<file path="src/rtl/qrs_pkg.sv">
// Shared constants, widths and stage record types for the quadratic root solver.
// No dependencies; every other file of the block imports this package.
package qrs_pkg;

   localparam int FRAC_BITS = 16;
   localparam int COEF_W    = 32;
   localparam int DISC_W    = 66;               // |b|^2 + 4|a||c| < 2^65
   localparam int ROOT_W    = 34;               // floor(sqrt(D)) fits 34 bits
   localparam int DSH_W     = 2 * ROOT_W;       // discriminant padded to an even width
   localparam int SREM_W    = ROOT_W + 3;       // square root partial remainder
   localparam int MAG_W     = 34;               // |-b +/- s| < 2^34
   localparam int NUM_W     = MAG_W + FRAC_BITS; // scaled numerator, one quotient bit per step
   localparam int DEN_W     = COEF_W + 1;       // 2|a|
   localparam int QDEPTH    = 4;
   localparam int QPTR_W    = $clog2(QDEPTH);

   localparam logic [1:0] ST_TWO    = 2'd0;
   localparam logic [1:0] ST_DOUBLE = 2'd1;
   localparam logic [1:0] ST_NONE   = 2'd2;
   localparam logic [1:0] ST_AZERO  = 2'd3;

   typedef struct packed {
      logic [1:0]        status;
      logic [DISC_W-1:0] disc;
      logic [COEF_W-1:0] a;
      logic [COEF_W-1:0] b;
   } work_type;

   typedef struct packed {
      logic [1:0]        status;
      logic [COEF_W-1:0] a;
      logic [COEF_W-1:0] b;
      logic [DSH_W-1:0]  dsh;
      logic [ROOT_W-1:0] root;
      logic [SREM_W-1:0] rem;
   } sq_type;

   typedef struct packed {
      logic [NUM_W-1:0] mag;
      logic [NUM_W-1:0] quo;
      logic [DEN_W-1:0] rem;
      logic             neg;
   } div_type;

   typedef struct packed {
      logic [1:0]       status;
      logic [DEN_W-1:0] den;
      div_type          p;
      div_type          m;
   } dv_type;

endpackage

</file>
<file path="src/rtl/qrs_queue.sv">
// Small register queue between the front and back ends of the solver.
// Depends on qrs_pkg for the entry type and the depth.
module qrs_queue (
   input  logic              clock,
   input  logic              reset,
   input  logic              push,
   input  qrs_pkg::work_type push_data,
   output logic              full,
   input  logic              pop,
   output logic              empty,
   output qrs_pkg::work_type pop_data
);
   import qrs_pkg::*;

   work_type            mem_ff [QDEPTH];
   logic [QPTR_W-1:0]   wr_ff, wr_in, rd_ff, rd_in;
   logic [QPTR_W:0]     cnt_ff, cnt_in;

   assign full     = (cnt_ff == QDEPTH[QPTR_W:0]);
   assign empty    = (cnt_ff == '0);
   assign pop_data = mem_ff[rd_ff];

   always_comb begin
      wr_in  = push ? wr_ff + 1'b1 : wr_ff;
      rd_in  = pop ? rd_ff + 1'b1 : rd_ff;
      cnt_in = cnt_ff + {{QPTR_W{1'b0}}, push} - {{QPTR_W{1'b0}}, pop};
   end

   always_ff @(posedge clock) begin
      if (push) begin
         mem_ff[wr_ff] <= push_data;
      end
   end

   always_ff @(posedge clock) begin
      if (reset) begin
         wr_ff  <= '0;
         rd_ff  <= '0;
         cnt_ff <= '0;
      end else begin
         wr_ff  <= wr_in;
         rd_ff  <= rd_in;
         cnt_ff <= cnt_in;
      end
   end

endmodule

</file>
<file path="config.mk">
export PLATFORM = sky130hd
export DESIGN_NAME = qrs_queue
export DESIGN_NICKNAME = d
export VERILOG_FILES = /design/src/rtl/qrs_pkg.sv /design/src/rtl/qrs_queue.sv
export SDC_FILE = /design/constraint.sdc
export NUM_CORES = 1
export LEC_CHECK = 0
export BUFFER_PORTS_ARGS = -buffer_cell sky130_fd_sc_hd__buf_2
export CAP_MARGIN = 20
export CORE_MARGIN = 3
export CORE_UTILIZATION = 61
export DETAILED_ROUTE_END_ITERATION = 16
export PLACE_DENSITY = 0.85
export SETUP_SLACK_MARGIN = 0.02
export SYNTH_ARGS = -nofsm -noshare
export SYNTH_HDL_FRONTEND = slang
export SYNTH_SLANG_ARGS = --single-unit
</file>
<file path="constraint.sdc">
create_clock -name clock -period 10 [get_ports clock]
set_clock_uncertainty 0.05 [all_clocks]
set_input_delay 1 -clock clock [delete_from_list [all_inputs] [get_ports clock]]
set_output_delay 1 -clock clock [all_outputs]
set_load 0.01 [all_outputs]
</file>
==> metrics.txt <==
Max Transition Viols Final 0; dpl cells 1374; Hold Path Class flop to flop; Skew-Pair Late Insertion Delay 550 ps; global placement routability congestion 0.696; fill count 1703; DR WL/cell 25.1 um; ratio of cells with drive above 1 in the final layout 45.1%; post-layout util 73.4%; clock root buffer clkbuf_16; post-synthesis sequential area ratio 82.3%; status completed; DRC Markers 0; antenna violations before repair 7; Syn Inst Count 732; CP arrival 3130 ps; synth warn 0; Lkg Pwr 7.64 nW; standard-cell rows 64; first-pass GRT wire length 55100 um; initial detailed-routing violation count 686; final setup vio count 0; Final ANT Viol Nets 0; Final Hold Viols 0; DP Wirelength 20900 um; critical path fanouts, max 67; Slew @ Worst Pin 1110 ps; R2R cell count 4; vias in the first global route 9226; Slew headroom 26.0%; Num CTS Buffers 50; # resized after CTS 0; fmax 0.239 GHz; Final #Nets 1173; Setup WS pre-CTS 6310 ps; Port-buffer cells 269; Multi-input gate area 3220 sq um; crit share post-route 41.8%; Initial Util 62.8%; final WL 36800 um; Reg area 16000 sq um; Non-Filler Instances 1465; setup TNS 0 ps; Chip Height 185 um; Setup crit end kind output pin; Hold Crit Depth 2; Die W 185 um; # Max-Cap Violations 0; Layout area overhead 16.7%; Clock transition at path regs 60 ps; Post-CTS Hold Buffers 0; Critical Path RT 8950 ps; drt pass-1 iters 4; minimum clock period 4180 ps; setup repair bufs after CTS 0; via/cell ratio 5.92; IR drop worst, VDD 182 uV; Syn Area/Cell 26.6 sq um; Seq cells post-synth 537; largest net degree at the start of global routing 74; RSZ-0062 raised after global routing false; Top-Level Pins 270; Post-Syn Area 19500 sq um; post-synth cell types 20; Core Region 31000 sq um; grt total ovfl 0; setup slack after layout 5820 ps; CTS max path bufs 3; GRT Util Overall 21.7%; depth of the CTS H-tree 2; worst hold slack 507 ps; via count 8679; startpoint types flop; placed cell area 21200 sq um; CTS tree done; final instance area 22700 sq um; die area 34100 sq um; Pwr per Cell Area 214 nW/um^2; Post-Syn Nets 875; Tot Pwr 4.87 mW; CP Class flop to output pin; CTS Sinks 537
-- routing by layer --
layer	vias to the layer above	share of wire, %	track usage (%)
met3	83	8.7	5.92
li1	3759	-	-
met4	10	2.4	6.06
met1	4482	38	29.2
met5	-	0.18	0
met2	345	51	35.9
-- worst max-delay path: stages, from the launching register on --
cell and delay [ps]:
dfxtp_4 980, buf_4 890, mux4_2 450, buf_2 160
-- state kept, by name (all words and copies together), names as in the netlist, named ones only --
signal and count:
mem_ff 528, cnt_ff 3, rd_ff 2, wr_ff 2
-- where the power goes --
part	switching [mW]	leakage, nW	internal (mW)	total [mW]
Clock	0.763	0.756	1.03	1.79
Sequential	0.0421	4.93	2.59	2.63
Combinational	0.237	1.96	0.205	0.442
-- final timing paths --
path	start	to	slack [ps]
worst max register to register	wr_ff[1]	mem_ff[1][50]	7160
worst max-delay path	flop	pop_data[48]	5820
worst min-delay path	rd_ff[0]	flop	510
worst min register to register	rd_ff[0]	flop	510
-- placed cells by master (no fill, tap or decap), drive strengths merged --
cell type,count
xor3,1
fa,1
a21bo,1
inv,8
nor2b,2
nor3,1
a21oi,1
clkinv,16
mux4,132
and3,1
clkbuf,66
buf,276
bufinv,4
nor2,5
diode,3
nand3b,1
xnor2,2
mux2i,1
and2,4
edfxtp,528
ha,6
dfxtp,9
-- synthesized netlist by cell type --
cell / n / area, sq um
a21oi_1: 1 / 5.00
mux4_2: 132 / 2970
inv_1: 6 / 22.5
nor3_1: 1 / 5.00
edfxtp_1: 528 / 15900
buf_2: 15 / 75.1
dfxtp_1: 9 / 180
fa_1: 1 / 20.0
and3_1: 1 / 6.26
a21bo_2: 1 / 10.0
ha_1: 6 / 75.1
xor3_1: 1 / 23.8
nand3b_1: 1 / 7.51
buf_6: 10 / 113
xnor2_1: 2 / 17.5
mux2i_1: 1 / 10.0
nor2b_1: 2 / 12.5
clkbuf_1: 5 / 18.8
and2_1: 4 / 25.0
nor2_1: 5 / 18.8
-- cells by family (layout without fill, tap and decap cells) --
kind of cell / Yosys count / after routing / synth area share [%]
multiplexers: 133 / 133 / 15.3
AND/OR/NAND/NOR: 14 / 14 / 0.385
buffers and inverters: 36 / 370 / 1.18
flip-flops: 537 / 537 / 82.3
AO/OA/AOI/OAI: 2 / 2 / 0.0771
XOR/XNOR: 3 / 3 / 0.212
adder cells (fa/ha/maj): 7 / 7 / 0.488
other: 0 / 3 / 0
-- final cells by class --
class,count,share of cell area (%)
timing repair buffer,276,6.15
multi-input combinational,159,14.2
clock buffer,66,5.81
tap,396,2.18
antenna,3,0.0330
clock inverter,22,0.985
inverter,6,0.0991
sequential,537,70.6
No activity file was read; power rests on OpenSTA's default activity.
